## config.mk

```make
export PLATFORM = sky130hd
export DESIGN_NAME = otcv_ctrl
export DESIGN_NICKNAME = d
export VERILOG_FILES = /design/src/rtl/otcv_pkg.sv /design/src/rtl/otcv_ctrl.sv
export SDC_FILE = /design/constraint.sdc
export NUM_CORES = 1
export LEC_CHECK = 0
export BUFFER_PORTS_ARGS = -buffer_cell sky130_fd_sc_hd__clkbuf_2
export CORE_MARGIN = 1
export CORE_UTILIZATION = 48
export DETAILED_ROUTE_END_ITERATION = 6
export HOLD_SLACK_MARGIN = 0.08
export PLACE_DENSITY = 0.75
export SLEW_MARGIN = 20
export SYNTH_ARGS = -nofsm -noshare
export SYNTH_HDL_FRONTEND = slang
export SYNTH_SLANG_ARGS = --single-unit
```

## constraint.sdc

```tcl
create_clock -name aclk -period 2 [get_ports aclk]
set_input_delay 0.3 -clock aclk [delete_from_list [all_inputs] [get_ports aclk]]
set_output_delay 0.3 -clock aclk [all_outputs]
set_load 0.01 [all_outputs]
```

## src/rtl/otcv_pkg.sv

```systemverilog
`timescale 1ns / 1ps
package otcv_pkg;

    localparam int COIN_LIMIT     = 15;
    localparam int COUNTS_PER_DAY = 25;
    localparam int USED_DEPTH     = 512;
    localparam int COIN_W  = (COIN_LIMIT > 1) ? $clog2(COIN_LIMIT) : 1;
    localparam int CNT_W   = (COUNTS_PER_DAY > 1) ? $clog2(COUNTS_PER_DAY) : 1;
    localparam int ADDR_W  = $clog2(USED_DEPTH);
    localparam int TOTAL_W = ADDR_W + 1;

    localparam logic [1:0] VERDICT_OK   = 2'd0;
    localparam logic [1:0] VERDICT_USED = 2'd1;
    localparam logic [1:0] VERDICT_FAKE = 2'd2;

    localparam logic [13:0] SERIAL_RESET = 14'd1234;

    typedef struct packed {
        logic [26:0] entered_code;
        logic [19:0] date_code;
    } req_t;

    typedef struct packed {
        logic [1:0] verdict;
        logic [3:0] coin_value;
    } rsp_t;

    // controller to datapath
    typedef struct packed {
        logic load;        // latch request, handle date change
        logic seed_start;  // start half code for current seed
        logic sel_b;       // 0 = seed a, 1 = seed b
        logic hold_high;   // keep finished half as the high half
        logic hold_cand;   // build candidate from high half and finished half
        logic cand_next;   // advance counter/coin
        logic scan_start;  // reset scan index
        logic scan_step;   // advance scan index
        logic append;      // write code to list
    } cmd_t;

    // datapath to controller
    typedef struct packed {
        logic half_done;
        logic match;
        logic cand_last;
        logic scan_end;
        logic scan_hit;
    } sts_t;

    typedef enum logic [8:0] {
        ST_IDLE  = 9'b000000001,
        ST_SEEDA = 9'b000000010,
        ST_WAITA = 9'b000000100,
        ST_WAITB = 9'b000001000,
        ST_CMP   = 9'b000010000,
        ST_SCAN0 = 9'b000100000,
        ST_SCAN  = 9'b001000000,
        ST_DONE  = 9'b010000000,
        ST_OUT   = 9'b100000000
    } state_t;

endpackage

```

## src/rtl/otcv_ctrl.sv

```systemverilog
`timescale 1ns / 1ps
module otcv_ctrl (
    input  logic            aclk,
    input  logic            aresetn,
    input  logic            s_valid,
    output logic            s_ready,
    output logic            m_valid,
    input  logic            m_ready,
    input  otcv_pkg::sts_t  sts,
    input  logic [3:0]      coin_dp,
    output otcv_pkg::cmd_t  cmd,
    output otcv_pkg::rsp_t  rsp
);
    otcv_pkg::state_t st_reg, st_next;
    otcv_pkg::rsp_t   rsp_reg, rsp_next;

    always_comb begin
        st_next = st_reg;
        rsp_next = rsp_reg;
        cmd = '0;
        cmd.sel_b = (st_reg == otcv_pkg::ST_WAITB);
        case (st_reg)
            otcv_pkg::ST_IDLE: begin
                if (s_valid) begin
                    cmd.load = 1'b1;
                    st_next = otcv_pkg::ST_SEEDA;
                end
            end
            otcv_pkg::ST_SEEDA: begin
                cmd.seed_start = 1'b1;
                st_next = otcv_pkg::ST_WAITA;
            end
            otcv_pkg::ST_WAITA: begin
                if (sts.half_done) begin
                    cmd.hold_high = 1'b1;
                    cmd.seed_start = 1'b1;
                    cmd.sel_b = 1'b1;
                    st_next = otcv_pkg::ST_WAITB;
                end
            end
            otcv_pkg::ST_WAITB: begin
                if (sts.half_done) begin
                    cmd.hold_cand = 1'b1;
                    st_next = otcv_pkg::ST_CMP;
                end
            end
            otcv_pkg::ST_CMP: begin
                if (sts.match) begin
                    cmd.scan_start = 1'b1;
                    st_next = otcv_pkg::ST_SCAN0;
                end else if (sts.cand_last) begin
                    rsp_next.verdict = otcv_pkg::VERDICT_FAKE;
                    rsp_next.coin_value = 4'd0;
                    st_next = otcv_pkg::ST_OUT;
                end else begin
                    cmd.cand_next = 1'b1;
                    st_next = otcv_pkg::ST_SEEDA;
                end
            end
            otcv_pkg::ST_SCAN0: begin
                // ram read latency
                st_next = otcv_pkg::ST_SCAN;
            end
            otcv_pkg::ST_SCAN: begin
                if (sts.scan_end) begin
                    st_next = otcv_pkg::ST_DONE;
                end else if (sts.scan_hit) begin
                    rsp_next.verdict = otcv_pkg::VERDICT_USED;
                    rsp_next.coin_value = 4'd0;
                    st_next = otcv_pkg::ST_OUT;
                end else begin
                    cmd.scan_step = 1'b1;
                    st_next = otcv_pkg::ST_SCAN0;
                end
            end
            otcv_pkg::ST_DONE: begin
                cmd.append = 1'b1;
                rsp_next.verdict = otcv_pkg::VERDICT_OK;
                rsp_next.coin_value = coin_dp;
                st_next = otcv_pkg::ST_OUT;
            end
            otcv_pkg::ST_OUT: begin
                if (m_ready) st_next = otcv_pkg::ST_IDLE;
            end
            default: st_next = otcv_pkg::ST_IDLE;
        endcase
    end

    always_ff @(posedge aclk) begin
        if (!aresetn) begin
            st_reg <= otcv_pkg::ST_IDLE;
        end else begin
            st_reg <= st_next;
        end
        rsp_reg <= rsp_next;
    end

    assign s_ready = (st_reg == otcv_pkg::ST_IDLE);
    assign m_valid = (st_reg == otcv_pkg::ST_OUT);
    assign rsp = rsp_reg;
endmodule

```

# [Yosys cells after proc, flatten, opt, wreduce, memory -nomap -nowiden]
# Index checks and enable logic that the tools add are counted.
[totals] ff_bits=15 inputBits=13 out_inout_bits=17 wordCells=52
[op_classes] eq_ne=17 n_mux=29 n_reduce_logical=3
[op_table] cell="case mux 9 bit (9 select lines)" count=1
[op_table] cell="two-way mux 9 bit" count=8
[op_table] cell="two-way mux 6 bit" count=4
[op_table] cell="case mux 6 bit (3 select lines)" count=1
[op_table] cell="inequality test 2 bit (second input constant)" count=7
[op_table] cell="two-way mux 1 bit" count=11
[op_table] cell="== test 9 x 1 -> 1 bit (second input constant)" count=1
[op_table] cell="== test 9 x 2 -> 1 bit (second input constant)" count=1
[op_table] cell="== test 9 x 3 -> 1 bit (second input constant)" count=1
[op_table] cell="== test 9 x 4 -> 1 bit (second input constant)" count=1
[op_table] cell="== test 9 x 5 -> 1 bit (second input constant)" count=1
[op_table] cell="== test 9 x 6 -> 1 bit (second input constant)" count=1
[op_table] cell="== test 9 x 7 -> 1 bit (second input constant)" count=1
[op_table] cell="== test 9 x 8 -> 1 bit (second input constant)" count=1
[op_table] cell="== test 9 bit (second input constant)" count=1
[op_table] cell="AND reduction 5 bit" count=1
[op_table] cell="two-way mux 2 bit" count=2
[op_table] cell="AND reduction 4 bit" count=1
[op_table] cell="two-way mux 3 bit" count=1
[op_table] cell="nonzero test 3 bit" count=1
[op_table] cell="inequality test 2 x 1 -> 1 bit (second input constant)" count=1
[op_table] cell="case mux 1 bit (2 select lines)" count=1

# [Longest topological paths before layout]
# Gate-level depths: netlist (run 1).
[depth] word_depth=3 depth_mapped=6

# [Worst setup path before layout (run 1)]
# No wires, ideal clock.
[synth_path] path_type="register to output" start="register st_reg[4]" end="output cmd[7] in the netlist's numbering" arrival_time_ps=1548 path_slack_ps=152 path_stages_with_launch=6 path_cell_list="dfxtp_1 > buf_4 > nor2_1 > nand3b_1 > nor4_1 > a21o_1"
[synth_lines] element="start: declaration" line="otcv_ctrl.sv:14" source="otcv_pkg::state_t st_reg, st_next;"
[synth_lines] element="start signal: assignment" line="otcv_ctrl.sv:91" source="st_reg <= otcv_pkg::ST_IDLE;"
[synth_lines] element="start signal: assignment" line="otcv_ctrl.sv:93" source="st_reg <= st_next;"
[synth_lines] element="end: declaration" line="otcv_ctrl.sv:11" source="output otcv_pkg::cmd_t cmd,"

==> results of run 1 <==
## per-stage QoR
step	power [mW]	hold slack (ns)	instances
finish	0.620	0.263	161
global route	0.640	0.276	161
CTS	0.606	0.260	157
detailed placement	0.419	0.564	148
global placement	0.418	0.558	148
floorplan	0.387	0.376	93
## routing by layer
layer	wire length (µm)	track usage, %	vias up
li1	-	-	435
met1	958	27.0	390
met2	1050	39.4	32
met3	101	3.60	7
met4	62	13.9	0
met5	0	0	-
## what timing repair did
action                                  in CTS  in global routing
endpoints found under the hold margin        0                  0
hold buffers                                 0                  0
gates cloned                                 0                  0
gates resized for setup                      9                 16
buffers inserted                             5                  4
endpoints found under the setup margin       8                 12
pin swaps                                    4                  6
## layout make-up
type | count | area, µm²
Multi-Input combinational cell | 70 | 541
Fill cell | 126 | 498
Sequential cell | 15 | 378
Timing Repair Buffer | 43 | 256
Tap cell | 25 | 31.3
Clock buffer | 4 | 26.3
Inverter | 4 | 15.0
## cell families (layout without fill, tap and decap cells)
kind of cell / Yosys count / count (layout)
xor+xnor: 3 / 3
flops: 15 / 15
compound gates: 14 / 14
buf+inv: 8 / 51
simple gates: 53 / 53
## synth_stat cells, types with 2 or more instances
cell type | n | area [µm²]
a21boi_0 | 2 | 15.0
nor2b_1 | 4 | 25.0
inv_1 | 4 | 15.0
and2_1 | 6 | 37.5
nor4b_1 | 6 | 52.6
clkbuf_1 | 2 | 7.51
nand3b_1 | 2 | 15.0
a221oi_1 | 2 | 17.5
nor2_1 | 9 | 33.8
dfxtp_1 | 9 | 180
xor2_1 | 2 | 17.5
and2b_2 | 2 | 17.5
o21ai_0 | 2 | 10.0
nor4_1 | 2 | 12.5
edfxtp_1 | 6 | 180
a21oi_1 | 4 | 20.0
nand2_1 | 4 | 15.0
nor3b_1 | 3 | 22.5
nand4_1 | 2 | 12.5
## critical path: cells and delay by family, from the launching register on
| kind | cells | cell delay (ns) |
|---|---|---|
| flops | 1 | 0.36 |
| buf+inv | 1 | 0.17 |
| simple gates | 4 | 0.96 |
## report_power, final
group / switching, mW / internal, mW
logic: 0.0533 / 0.0660
registers: 0.00623 / 0.317
clock network: 0.0988 / 0.0778
## worst max-delay path by stage
stage,from,end,slack (ns),cells after the start
after global placement,st_reg[7],cmd[7],0.21,5
after detailed placement,st_reg[7],cmd[7],0.14,5
after CTS,st_reg[1],cmd[3],-0.10,5
after floorplan,st_reg[4],cmd[7],0.15,5
after global routing,st_reg[0],cmd[3],-0.14,5
final,st_reg[1],cmd[3],-0.08,5
==> flow_summary.toml, run 1 <==
[critical_path]
slowest_delay_ns = 0.52
end_kind = "output pin"
crit-reg2reg-launch = "st_reg[1]"
ff2ff_setup_slack_ns = 0.10
start_kind = "register"
path_max_fanout = 4
path_cells = "nor2_4, or4b_4, nor2_8, nor4b_4, buf_2"
reg2reg_to = "rsp[1]"
r2r_cells = 7
required_ns = 1.70
arrival_ns = 1.78
criticalPathCategory = "reg2out"
worst_path_max_delay_cell = "or4b_4"

[timing]
hold_viol_final = 0
setup_tns_ns = -0.121
fin_worst_skew_ns = 0.000979
rsz0062_at_grt = "yes"
report.final.slew_viol_count = 0
fmax_mhz = 480
period_needed_ns = 2.08
setup_viol = 3
post-route-period-util_pct = 104
tightest_slew_ns = 0.349
slew-limit-headroom_pct = 76.4
worst_slack_ns = -0.0847

[layout]
antennaDiodeCount = 0
post-route-util_pct = 71.5
final_common_cell = "clkbuf_2"
largest_reg_flops = 9
final_area_um2 = 1250
final_cell_mix = "clkbuf_2 (24), buf_4 (14), nor2_1 (7)"
layout-drive-gt1-share_pct = 49.3
area_growth_syn_to_layout_pct = 38.9
layout.nets = 150

[power_and_ir_drop]
p_leak_nw = 0.546
peakVddDrop_v = 0.000294
powerDensity_nw_per_um2 = 497

[synth]
synth_edf_count = 6
synth-compound-area-share_pct = 11.0
synthSimpleGateAreaFrac_pct = 42.1
synth_mux_area_share_pct = 0
syn_nets = 106
synth_top_family_by_area = "simple AND/OR/NAND/NOR gates"
syn_inst = 93
ys_seq_area_share_pct = 40.1
syn_area_um2 = 898
synth.avg_cell_area_um2 = 9.66
synthArstFlopShare_pct = 0
synth_flop_cell = "dfxtp_1"
synth.distinct_cells = 39
synth-seq-cells = 15
synth_adder_area_share_pct = 0
synth_warnings = 0
synth_xor_area_share_pct = 2.92

[run_status]
violations = "negative setup slack"
status = "finished, violations left"

[hold_path]
hold_depth = 2
min_path_type = "in2reg"
hp-start = "sts[1]"
holdPathEnd = "st_reg[7]"

[clocking]
cts_tree = "done"
ctsHtreeMaxLevel = 1
cts.clk_slew.worst_paths_ns = 0.08
insertion_delay_ns = 0.29
cts.sinks = 15
cts_root_buf = "clkbuf_4"
clockBufferDepth = 2
numCtsBuffers = 3

[die]
coreArea_um2 = 1750
dieArea_um2 = 2050
num_rows = 15
die_y_um = 45.3
fp.dieW_um = 45.3
io_pins = 30
initial_core_util_pct = 51.5

[grt]
grt_max_degree = 12
grt_use_total_pct = 23.1
grt_pass1_wl_mm = 3.26
gr-total-overflow = 0
antenna_found_initial = 0
grt_pass1_vias = 741

[route]
wl_per_cell_um = 13.5
route.detailed.drc = 0
drt_iter0_drc = 27
dr.pass1.iters = 5
via_count = 864
wl_mm = 2.17
viasPerCell = 5.37
ant_nets = 0

[placed_design]
dp_hpwl_mm = 1.40
place_ws_ns = 0.139
gp_congestion = 0.773
placedInstanceArea_um2 = 1090
port_buffers = 29

[run]
drv_cap = 0
No activity file was read; power rests on OpenSTA's default activity.
==> run 2, diff against run 1 <==
Settings changed: PLACE_DENSITY 0.75 to 0.77, REMOVE_ABC_BUFFERS set to 1, SKIP_CTS_REPAIR_TIMING set to 1.
==> flow_summary.toml, run 2 (synthesized netlist as in run 1, its figures left out) <==
[die]
dieArea_um2 = 2050
die_y_um = 45.3
fp.dieW_um = 45.3
coreArea_um2 = 1750
io_pins = 30
num_rows = 15
initial_core_util_pct = 51.5

[layout]
layout-drive-gt1-share_pct = 45.9
antennaDiodeCount = 0
area_growth_syn_to_layout_pct = 33.8
final_cell_mix = "clkbuf_2 (25), buf_4 (11), nor2_1 (7)"
stdcell_count = 158
layout.nets = 147
final_common_cell = "clkbuf_2"
post-route-util_pct = 68.9
largest_reg_flops = 9

[timing]
fmax_mhz = 464
setup_tns_ns = -0.470
slew-limit-headroom_pct = 76.8
worst_slack_ns = -0.157
post-route-period-util_pct = 108
rsz0062_at_grt = "yes"
tightest_slew_ns = 0.343
hold_viol_final = 0
report.final.slew_viol_count = 0
period_needed_ns = 2.16
setup_viol = 7
fin_worst_skew_ns = 0.00613
fin_hold_ws_ns = 0.281

[route]
drt_iter0_drc = 23
via_count = 864
wl_mm = 2.10
route.detailed.drc = 0
viasPerCell = 5.47
ant_nets = 0
dr.pass1.iters = 4
wl_per_cell_um = 13.3

[critical_path]
required_ns = 1.70
criticalPathCategory = "reg2out"
arrival_ns = 1.86
end_kind = "output pin"
start_kind = "register"
path_max_fanout = 6

[run_status]
violations = "negative setup slack"
status = "finished, violations left"

[power_and_ir_drop]
powerDensity_nw_per_um2 = 509
finalPower_uw = 611
peakVddDrop_v = 0.000446
p_leak_nw = 0.529

[clocking]
cts_tree = "done"
numCtsBuffers = 3
ctsHtreeMaxLevel = 1
insertion_delay_ns = 0.29
clockBufferDepth = 2
cts.sinks = 15
cts.clk_slew.worst_paths_ns = 0.09
cts_root_buf = "clkbuf_4"

[grt]
antenna_found_initial = 0
gr-total-overflow = 0
grt_pass1_wl_mm = 2.99
grt_pass1_vias = 705
grt_use_total_pct = 20.3
grt_max_degree = 12

[placed_design]
dp_cells = 150
port_buffers = 29
dp_hpwl_mm = 1.45
gp_congestion = 0.813

[hold_path]
min_path_type = "in2reg"

[run]
drv_cap = 0
[run 2: cell types whose count changed in the layout (fill, tap and decap cells not counted), sizes merged]
cell,delta
buf,-4
clkinv,+1
[run 2: final cells by class]
type | instances | area (µm²)
Clock inverter | 1 | 5.00
Sequential cell | 15 | 370
Fill cell | 150 | 543
Clock buffer | 3 | 22.5
Timing Repair Buffer | 40 | 234
Tap cell | 25 | 31.3
Inverter | 4 | 15.0
Multi-Input combinational cell | 70 | 524
[run 2: per-stage QoR]
step           area, µm²  worst slack [ns]
2_1_floorplan        878             0.205
3_5_place_dp        1110            0.0908
3_3_place_gp        1110             0.168
6_report            1200            -0.157
5_1_grt             1200            -0.231
4_1_cts             1130            -0.238
[run 2: path summary, 6_finish.rpt]
kind	slack (ns)	start	depth (start not counted)	to
hold reg to reg	0.59	st_reg[5]	2	st_reg[6]
hold / removal	0.28	sts[1]	2	st_reg[7]
setup / recovery	-0.16	st_reg[1]	5	cmd[3]
setup reg to reg	0.20	st_reg[1]	5	rsp[3]
[run 2: worst max-delay path, stage by stage (launching register included)]
cell and delay (ns):
dfxtp_4 0.37, nor2_4 0.11, or4b_4 0.52, nor2_8 0.16
nor4b_4 0.23, buf_2 0.17
[run 2: routing by layer]
layer / GRT usage, % / wire, µm / vias up
li1: - / - / 422
met1: 25.6 / 908 / 409
met2: 33.0 / 1060 / 31
met3: 6.40 / 122 / 2
met4: 6.06 / 9 / 0
met5: 0 / 0 / -
[run 2: report_power, final]
group	internal [mW]	total (mW)	switching (mW)
Sequential	0.320	0.328	0.00756
Combinational	0.0597	0.110	0.0499
Clock	0.0744	0.174	0.0997
==> run 3, diff against run 2 <==
Settings changed: BUFFER_PORTS_ARGS -buffer_cell sky130_fd_sc_hd__clkbuf_2 to unset, CORE_UTILIZATION 48 to 55, DONT_BUFFER_PORTS set to 1, PLACE_DENSITY 0.77 to 0.7.
==> flow_summary.toml, run 3 (synthesized netlist as in run 1, its figures left out) <==
[die]
die_y_um = 42.4
coreArea_um2 = 1520
io_pins = 30
fp.dieW_um = 42.4
initial_core_util_pct = 58.9
dieArea_um2 = 1800
num_rows = 14

[run]
drv_cap = 0

[power_and_ir_drop]
peakVddDrop_v = 0.000353
p_leak_nw = 0.389
powerDensity_nw_per_um2 = 572
finalPower_uw = 585

[layout]
post-route-util_pct = 67.2
final_cell_mix = "buf_4 (9), nor2_1 (7), nor4b_1 (6), and2_1 (6), edfxtp_1 (6)"
num-fill-cells = 127
layout-drive-gt1-share_pct = 32.4
antennaDiodeCount = 0
layout.nets = 116
largest_reg_flops = 9
area_growth_syn_to_layout_pct = 13.9
final_common_cell = "buf_4"

[critical_path]
path_cells = "nor2_4, or4b_4, nor2_8, nor4b_4"
crit-reg2reg-launch = "st_reg[1]"
critPathBufInv = 0
arrival_ns = 1.79
crit_family = "simple AND/OR/NAND/NOR gates"
path_max_fanout = 4
start_kind = "register"
criticalPathCategory = "reg2out"
end_kind = "output pin"
worst_path_max_delay_cell = "or4b_4"
crit_start = "st_reg[1]"
required_ns = 1.70
slowest_delay_ns = 0.53

[timing]
post-route-period-util_pct = 105
setup_tns_ns = -0.0954
fin_hold_ws_ns = 0.0887
slew-limit-headroom_pct = 73.5
hold_viol_final = 0
worst_slack_ns = -0.0904
rsz0062_at_grt = "yes"
fmax_mhz = 478
setup_viol = 2
report.final.slew_viol_count = 0
period_needed_ns = 2.09
tightest_slew_ns = 0.396
fin_worst_skew_ns = 0.00141

[clocking]
cts_root_buf = "clkbuf_4"
cts.sinks = 15
clockBufferDepth = 2
cts.clk_slew.worst_paths_ns = 0.09
insertion_delay_ns = 0.29
numCtsBuffers = 3
cts_tree = "done"
ctsHtreeMaxLevel = 1

[grt]
gr-total-overflow = 0
grt_pass1_vias = 605
grt_use_total_pct = 19.9
grt_pass1_wl_mm = 2.69
grt_max_degree = 12
antenna_found_initial = 0

[run_status]
status = "finished, violations left"
violations = "negative setup slack"

[placed_design]
port_buffers = 0
place_ws_ns = 0.156
dp_hpwl_mm = 1.27
gp_congestion = 0.722

[hold_path]
hp-start = "aresetn"
min_path_type = "in2reg"

[route]
wl_per_cell_um = 15.3
ant_nets = 0
via_count = 746
wl_mm = 1.81
viasPerCell = 6.32
route.detailed.drc = 0
drt_iter0_drc = 16
dr.pass1.iters = 4
==> run 3: layout make-up <==
type	instances	area (µm²)	share of cell area, %
inverters	4	15.0	1.47
well taps	16	20.0	1.96
repair buffers	9	67.6	6.60
flip-flops and latches	15	369	36.1
multi-input cells	70	524	51.2
clock inverters	1	5.00	0.489
clock buffers	3	22.5	2.20
==> run 3: worst paths after layout <==
check	cells past startpoint	slack [ns]	endpoint
min reg2reg	2	0.59	st_reg[6]
max	4	-0.09	cmd[3]
max reg2reg	6	0.07	rsp[4]
min	1	0.09	st_reg[0]
==> run 3: layer usage <==
| layer | wire length (µm) | GRT usage (%) | part of all wire (%) |
|---|---|---|---|
| met4 | 26 | 7.50 | 1.4 |
| met2 | 880 | 31.7 | 49 |
| met1 | 787 | 24.3 | 44 |
| met5 | 0 | 0 | 0 |
| met3 | 114 | 7.33 | 6.3 |
==> run 3: worst reg2reg max path: stages (launching register included) <==
cell and delay (ns):
dfxtp_4 0.37, nor2_4 0.12, or4b_4 0.53, nor2_8 0.15, buf_4 0.12, o21ai_0 0.13
inv_1 0.21
==> run 3: through the flow <==
step,instances,cell area (µm²)
finish,118,1020
global route,118,1020
CTS,115,971
detailed placement,111,943
global placement,111,943
floorplan,89,878
==> run 3: power breakdown <==
part	internal [mW]	switching [mW]	leakage [nW]
registers	0.320	0.00681	0.120
clock network	0.0745	0.105	0.0177
logic	0.0426	0.0365	0.251
